$ cat config.mk
export PLATFORM = sky130hd
export DESIGN_NAME = stepper_phase_sequencer_unit
export DESIGN_NICKNAME = d
export VERILOG_FILES = /design/src/rtl/core/sps_pkg.sv /design/src/rtl/core/stepper_phase_sequencer_unit.sv
export SDC_FILE = /design/constraint.sdc
export NUM_CORES = 1
export LEC_CHECK = 0
export BUFFER_PORTS_ARGS = -buffer_cell sky130_fd_sc_hd__buf_2
export CORE_ASPECT_RATIO = 0.7
export CORE_MARGIN = 2
export CORE_UTILIZATION = 40
export CTS_CLUSTER_SIZE = 25
export DETAILED_ROUTE_END_ITERATION = 12
export HOLD_SLACK_MARGIN = 0.12
export PLACE_DENSITY = 0.68
export SLEW_MARGIN = 10
export SYNTH_ARGS = -nofsm -noshare
export SYNTH_HDL_FRONTEND = slang
export SYNTH_SLANG_ARGS = --single-unit
$ cat constraint.sdc
create_clock -name clk -period 4.1 [get_ports clk]
set_input_delay 0.205 -clock clk [delete_from_list [all_inputs] [get_ports clk]]
set_output_delay 0.205 -clock clk [all_outputs]
set_load 0.02 [all_outputs]
$ cat src/rtl/core/sps_pkg.sv
// Shared definitions for the stepper phase sequencer: counter width, register
// indexes and the coil pattern tables for full-step and half-step drive.
// No dependencies.
package sps_pkg;

  // Width of the step and delay counters.
  localparam int COUNT_WIDTH = 16;

  // Width of the phase index; half-step drive uses all eight phases.
  localparam int PHASE_WIDTH = 3;

  // Configuration register indexes.
  localparam logic [1:0] REG_HALF_STEP = 2'd0;
  localparam logic [1:0] REG_ENABLE    = 2'd1;
  localparam logic [1:0] REG_HOLD      = 2'd2;

  // Phase masks for the two drive modes.
  localparam logic [PHASE_WIDTH-1:0] HALF_MASK = 3'd7;
  localparam logic [PHASE_WIDTH-1:0] FULL_MASK = 3'd3;

  typedef logic [COUNT_WIDTH-1:0] count_t;
  typedef logic [PHASE_WIDTH-1:0] phase_t;
  typedef logic [3:0]             coil_t;

  // Full-step table: two adjacent coils on at every phase.
  function automatic coil_t full_step_coils(input logic [1:0] phase);
    coil_t coils;
    unique case (phase)
      2'd0: coils = 4'h3;
      2'd1: coils = 4'h6;
      2'd2: coils = 4'hC;
      2'd3: coils = 4'h9;
      default: coils = 4'h0;
    endcase
    return coils;
  endfunction

  // Half-step table: alternates between one and two coils on.
  function automatic coil_t half_step_coils(input phase_t phase);
    coil_t coils;
    unique case (phase)
      3'd0: coils = 4'h1;
      3'd1: coils = 4'h3;
      3'd2: coils = 4'h2;
      3'd3: coils = 4'h6;
      3'd4: coils = 4'h4;
      3'd5: coils = 4'hC;
      3'd6: coils = 4'h8;
      3'd7: coils = 4'h9;
      default: coils = 4'h0;
    endcase
    return coils;
  endfunction

endpackage

$ cat src/rtl/core/stepper_phase_sequencer_unit.sv
// Top level of the stepper phase sequencer: move commands and millisecond
// ticks update the phase, position and counters in one pass.
// Depends on sps_pkg.
//
// Timing: the result for an input beat is presented in the cycle after it is accepted.
// Throughput: one beat per cycle; the phase, position and counter update is one
// register-to-register pass, and a beat is taken whenever the result register is
// empty or is being emptied in the same cycle.
// Reset (rst, synchronous): counters, phase, position and coils clear, the block is
// idle, half-step mode is off, the motor is enabled and hold is on.
module stepper_phase_sequencer_unit
  import sps_pkg::*;
(
  input  logic               clk,
  input  logic               rst,

  // Input channel.
  input  logic               in_valid,
  output logic               in_stall,
  input  logic               action,
  input  logic               move_direction,
  input  logic [15:0]        step_count,
  input  logic [15:0]        delay_ticks,

  // Result channel.
  output logic               out_valid,
  input  logic               out_stall,
  output logic [3:0]         coil_pattern,
  output logic signed [31:0] motor_position,
  output logic               busy_res,
  output logic               stepped,

  // Configuration write channel.
  input  logic               cfg_valid,
  output logic               cfg_ready,
  input  logic [1:0]         cfg_index,
  input  logic               cfg_data
);

  // Configuration registers.
  logic half_step_mode;
  logic motor_enabled;
  logic hold_position;

  // Sequencer state.
  phase_t      phase_index;
  logic [31:0] step_position;
  count_t      steps_left;
  count_t      wait_left;
  count_t      delay_reload;
  logic        current_direction;
  logic        move_active;
  coil_t       coil_drive;

  // Next values.
  phase_t      phase_index_next;
  logic [31:0] step_position_next;
  count_t      steps_left_next;
  count_t      wait_left_next;
  count_t      delay_reload_next;
  logic        current_direction_next;
  logic        move_active_next;
  coil_t       coil_drive_next;
  logic        moved;

  // Decode helpers.
  logic   in_accept;
  count_t cmd_count;
  count_t cmd_delay;
  logic   start_ok;
  count_t wait_dec;
  logic   tick_slot;
  logic   take_slot;
  logic   slot_dir;
  count_t slot_reload;
  count_t slot_steps;
  phase_t phase_mask;
  phase_t phase_step;

  // The result register is freed whenever its beat leaves.
  assign in_stall  = out_valid && out_stall;
  assign in_accept = in_valid && !in_stall;
  assign cfg_ready = 1'b1;

  // The result fields read the state directly; it only changes on an accepted beat.
  assign coil_pattern   = coil_drive;
  assign motor_position = step_position;
  assign busy_res       = move_active;

  // Command fields keep their low counter bits.
  assign cmd_count = count_t'(step_count);
  assign cmd_delay = count_t'(delay_ticks);

  // A command starts only when idle, enabled and asking for at least one step.
  assign start_ok  = !move_active && motor_enabled && (cmd_count != '0);
  assign wait_dec  = (wait_left != '0) ? wait_left - count_t'(1) : '0;
  assign tick_slot = move_active && (wait_dec == '0) && (steps_left != '0);
  assign take_slot = action ? start_ok : tick_slot;

  // A starting command supplies direction, delay and count; a tick uses the stored ones.
  assign slot_dir    = action ? move_direction : current_direction;
  assign slot_reload = action ? cmd_delay : delay_reload;
  assign slot_steps  = action ? cmd_count : steps_left;

  // Phase advance modulo four or eight; backward is adding the mask.
  assign phase_mask = half_step_mode ? HALF_MASK : FULL_MASK;
  assign phase_step = (slot_dir ? (phase_index + phase_mask) : (phase_index + phase_t'(1)))
                      & phase_mask;

  // Next-state logic for one beat.
  always_comb begin
    phase_index_next       = phase_index;
    step_position_next     = step_position;
    steps_left_next        = steps_left;
    wait_left_next         = wait_left;
    delay_reload_next      = delay_reload;
    current_direction_next = current_direction;
    move_active_next       = move_active;
    coil_drive_next        = coil_drive;
    moved                  = 1'b0;

    if (action && start_ok) begin
      current_direction_next = move_direction;
      delay_reload_next      = cmd_delay;
    end else if (!action && move_active) begin
      wait_left_next = wait_dec;
      if (wait_dec == '0 && steps_left == '0) begin
        move_active_next = 1'b0;
      end
    end

    if (take_slot) begin
      // A step time: move only if enabled, but always count it and reload the wait.
      if (motor_enabled) begin
        phase_index_next   = phase_step;
        coil_drive_next    = half_step_mode ? half_step_coils(phase_step)
                                            : full_step_coils(phase_step[1:0]);
        step_position_next = slot_dir ? step_position - 32'd1 : step_position + 32'd1;
        moved              = 1'b1;
      end
      if (!hold_position) begin
        coil_drive_next = '0;
      end
      steps_left_next  = slot_steps - count_t'(1);
      wait_left_next   = slot_reload;
      move_active_next = !((steps_left_next == '0) && (slot_reload == '0));
    end
  end

  // State and result registers.
  always_ff @(posedge clk) begin
    if (rst) begin
      phase_index       <= '0;
      step_position     <= '0;
      steps_left        <= '0;
      wait_left         <= '0;
      delay_reload      <= '0;
      current_direction <= 1'b0;
      move_active       <= 1'b0;
      coil_drive        <= '0;
      stepped           <= 1'b0;
      out_valid         <= 1'b0;
    end else begin
      if (in_accept) begin
        phase_index       <= phase_index_next;
        step_position     <= step_position_next;
        steps_left        <= steps_left_next;
        wait_left         <= wait_left_next;
        delay_reload      <= delay_reload_next;
        current_direction <= current_direction_next;
        move_active       <= move_active_next;
        coil_drive        <= coil_drive_next;
        stepped           <= moved;
        out_valid         <= 1'b1;
      end else if (!out_stall) begin
        out_valid <= 1'b0;
      end
    end
  end

  // Configuration registers, written one bit per beat.
  always_ff @(posedge clk) begin
    if (rst) begin
      half_step_mode <= 1'b0;
      motor_enabled  <= 1'b1;
      hold_position  <= 1'b1;
    end else if (cfg_valid && cfg_ready) begin
      unique case (cfg_index)
        REG_HALF_STEP: half_step_mode <= cfg_data;
        REG_ENABLE:    motor_enabled  <= cfg_data;
        REG_HOLD:      hold_position  <= cfg_data;
        default: ;
      endcase
    end
  end

  // An accepted command that may start always produces a stepping result.
  assert property (@(posedge clk) disable iff (rst)
    (in_accept && action && start_ok) |=> (out_valid && stepped))
    else $error("start command did not step");

  // With hold off, the coils are released after every step time.
  assert property (@(posedge clk) disable iff (rst)
    (in_accept && take_slot && !hold_position) |=> (coil_pattern == 4'h0))
    else $error("coils still driven with hold off");

  // An idle sequencer has no steps left to take.
  assert property (@(posedge clk) disable iff (rst)
    !move_active |-> (steps_left == '0))
    else $error("idle with steps remaining");

  // A result that did not step leaves the position where it was.
  assert property (@(posedge clk) disable iff (rst)
    (in_accept && !moved) |=> (step_position == $past(step_position)))
    else $error("position changed without a step");

endmodule

==> flow_metrics.env <==
export IMPL_status="finished, final reports clean"
export IMPL_cap_viol_max_count=0
export IMPL_initial_core_util_pct=41.1
export IMPL_antenna_found_initial=0
export IMPL_worstSetupEndpointType="register"
export IMPL_maxSlewViolCount=0
export IMPL_rsz0062_at_grt="no"
export IMPL_ys_seq_area_share_pct=28.0
export IMPL_io_pins=83
export IMPL_overflow=0
export IMPL_synth_edf_count=0
export IMPL_yosysWarnings=0
export IMPL_grt_busiest_layer="met1"
export IMPL_grt_usage_pct=20.4
export IMPL_cts_tree="done"
export IMPL_finalCritPeriodShare_pct=89.2
export IMPL_final_util_pct=47.2
export IMPL_final_cell_mix="dfxtp_1 (94), nand2_1 (89), a21oi_1 (85)"
export IMPL_setup_viol=0
export IMPL_pre_cts_slack_ns=0.185
export IMPL_finalHoldViolations=0
export IMPL_core_area_um2=16400
export IMPL_fin_tns_setup_ns=0
export IMPL_powerDensity_nw_per_um2=356
export IMPL_max_slew_margin_pct=26.8
export IMPL_grt_pass1_vias=5822
export IMPL_portBuffers=81
export IMPL_drt_initial_drc_count=566
export IMPL_hold_class="primary input to register"
export IMPL_globalRouteMet3Util_pct=4.88
export IMPL_nets=1014
export IMPL_cts_resized=0
export IMPL_cp_arrival_ns=3.90
export IMPL_finalPower_mw=2.76
export IMPL_use_met2_pct=28.4
export IMPL_die_w_um=159
export IMPL_cts_made_buffers=9
export IMPL_final_common_cell="dfxtp_1"
export IMPL_clkSlewWorstSetupHoldPaths_ns=0.08
export IMPL_drt_pre_antenna_iters=5
export IMPL_min_period_ns=3.66
export IMPL_critPathKind="register to register"
export IMPL_post_cts_buffers=0
export IMPL_diodes=0
export IMPL_use_met1_pct=31.4
export IMPL_async_reset_ff_share_pct=0
export IMPL_place_hpwl_mm=12.9
export IMPL_peakVddDrop_uv=229
export IMPL_synthFlopType="dfxtp_1"
export IMPL_grt_max_degree=103
export IMPL_syn_nets=941
export IMPL_setup_ws_ns=0.441
export IMPL_cp_start_kind="register"
export IMPL_ctsHoldBuffers=15
export IMPL_num_vias=6499
export IMPL_areaGrowthSynthToFinish_pct=14.9
export IMPL_ys_types=74
export IMPL_critical_path_max_fanout=20
export IMPL_row_count=39
export IMPL_die_area_um2=17900
export IMPL_ys_ff_latch=94
export IMPL_avgSynthCellArea_um2=7.82
export IMPL_drt_wl_total_mm=18.0
export IMPL_synthesis_area_um2=6730
export IMPL_clk_latency_ns=0.37
export IMPL_drcViolationCount=0
export IMPL_grt_pass1_wl_mm=30.2
export IMPL_p_leak_nw=3.36
export IMPL_root_buffer="clkbuf_16"
export IMPL_tightest_slew_ns=1.10
export IMPL_wl_per_cell_um=15.5
export IMPL_cts_htree_levels=3
export IMPL_cp_data_required_time_ns=4.35
export IMPL_ant_nets=0
export IMPL_cts_max_path_buffers=2
export IMPL_gp_congestion=0.921
export IMPL_dieHeight_um=113
export IMPL_max_freq_mhz=273
export IMPL_drive_above_1_share_pct=14.3
export IMPL_synthCells=861
export IMPL_skew_ns=0.0126
export IMPL_avgViaCountPerCell=5.58
export IMPL_cts_sinks=94
-- kinds of logic after synthesis --
logic type               after synthesis  synth area share, %
AO/OA/AOI/OAI                        230                 21.3
XOR/XNOR                              43                 5.59
adder cells (fa/ha/maj)               38                 7.28
buffers and inverters                 68                 4.55
flip-flops                            94                 28.0
multiplexers                          54                 8.21
other                                  1               0.0557
AND/OR/NAND/NOR                      333                 25.0
-- worst max-delay path, cell delays in order (launching register included) --
cell and delay, ns:
dfxtp_1 0.33, mux2i_4 0.18, clkinvlp_4 0.32, buf_4 0.33, ha_1 0.35, a21oi_1 0.23, nand2_1 0.13, o2111ai_1 0.30
nand4_1 0.16, a41oi_1 0.48, nor2_1 0.15, a221oi_1 0.32, o21bai_1 0.16, nand3_1 0.08
-- through the flow --
step | hold WS (ns) | instances | cell area, µm²
floorplan | 0.323 | 861 | 6750
global placement | 0.447 | 1133 | 7300
detailed placement | 0.446 | 1133 | 7300
CTS | 0.120 | 1164 | 7740
global route | 0.122 | 1164 | 7740
finish | 0.128 | 1164 | 7740
-- layout make-up --
type	instances	area [µm²]
timing repair buffer	106	633
tap	225	282
multi-input combinational	699	4560
clock buffer	9	225
sequential	94	1880
fill	1666	8660
inverter	24	93.8
clock inverter	7	66.3
-- flip-flops by register name (all words and copies together), names as in the netlist, 3 cells and up --
| name | flops |
|---|---|
| phase_index | 3 |
| motor_position | 32 |
| coil_pattern | 4 |
| steps_left | 16 |
| wait_left | 16 |
| delay_reload | 16 |
-- worst paths after layout --
kind	start	slack [ns]	depth (start not counted)	to
setup / recovery	current_direction	0.44	13	motor_position[31]
hold / removal	delay_ticks[4]	0.13	3	delay_reload[4]
setup reg to reg	current_direction	0.44	13	motor_position[31]
hold reg to reg	stepped	0.46	2	stepped
-- synthesized netlist by cell type (4+ instances only) --
| cell | instances | share of area (%) |
|---|---|---|
| nor3b_1 | 12 | 1.3 |
| nand3_1 | 15 | 1.1 |
| mux2_2 | 6 | 1.0 |
| buf_1 | 4 | 0.22 |
| o211ai_1 | 14 | 1.6 |
| buf_4 | 4 | 0.45 |
| o21ai_1 | 6 | 0.45 |
| nor4_1 | 20 | 1.9 |
| xnor2_1 | 28 | 3.6 |
| a21o_1 | 18 | 2.0 |
| dfxtp_1 | 94 | 28 |
| o22ai_1 | 4 | 0.37 |
| o21ai_0 | 38 | 2.8 |
| nor3_1 | 38 | 2.8 |
| a21oi_1 | 85 | 6.3 |
| or3_1 | 7 | 0.65 |
| nand4_1 | 13 | 1.2 |
| buf_6 | 4 | 0.67 |
| a31oi_1 | 6 | 0.56 |
| a22oi_1 | 7 | 0.78 |
| nand2_1 | 89 | 5.0 |
| mux2i_1 | 47 | 7.0 |
| and2_1 | 5 | 0.46 |
| clkbuf_1 | 27 | 1.5 |
| nand4b_1 | 4 | 0.52 |
| a211oi_1 | 13 | 1.4 |
| inv_1 | 23 | 1.3 |
| buf_2 | 5 | 0.37 |
| xor2_1 | 15 | 2.0 |
| nor2_1 | 83 | 4.6 |
| o21a_1 | 6 | 0.67 |
| ha_1 | 36 | 6.7 |
| nor2b_1 | 12 | 1.1 |
| and3_1 | 4 | 0.37 |
| nand2b_1 | 5 | 0.46 |
-- routing by layer --
| metal | wire (µm) | vias to the layer above |
|---|---|---|
| met5 | 0 | - |
| met4 | 138 | 0 |
| met3 | 1080 | 12 |
| met2 | 7070 | 179 |
| met1 | 9730 | 3002 |
| li1 | - | 3306 |
-- power by group --
part | switching (mW) | total (mW) | leakage, nW | internal (mW)
logic | 0.507 | 0.857 | 2.45 | 0.350
clock network | 0.429 | 0.855 | 0.141 | 0.426
registers | 0.0727 | 1.05 | 0.766 | 0.973
Note: power is estimated with default switching activity, not from simulation.
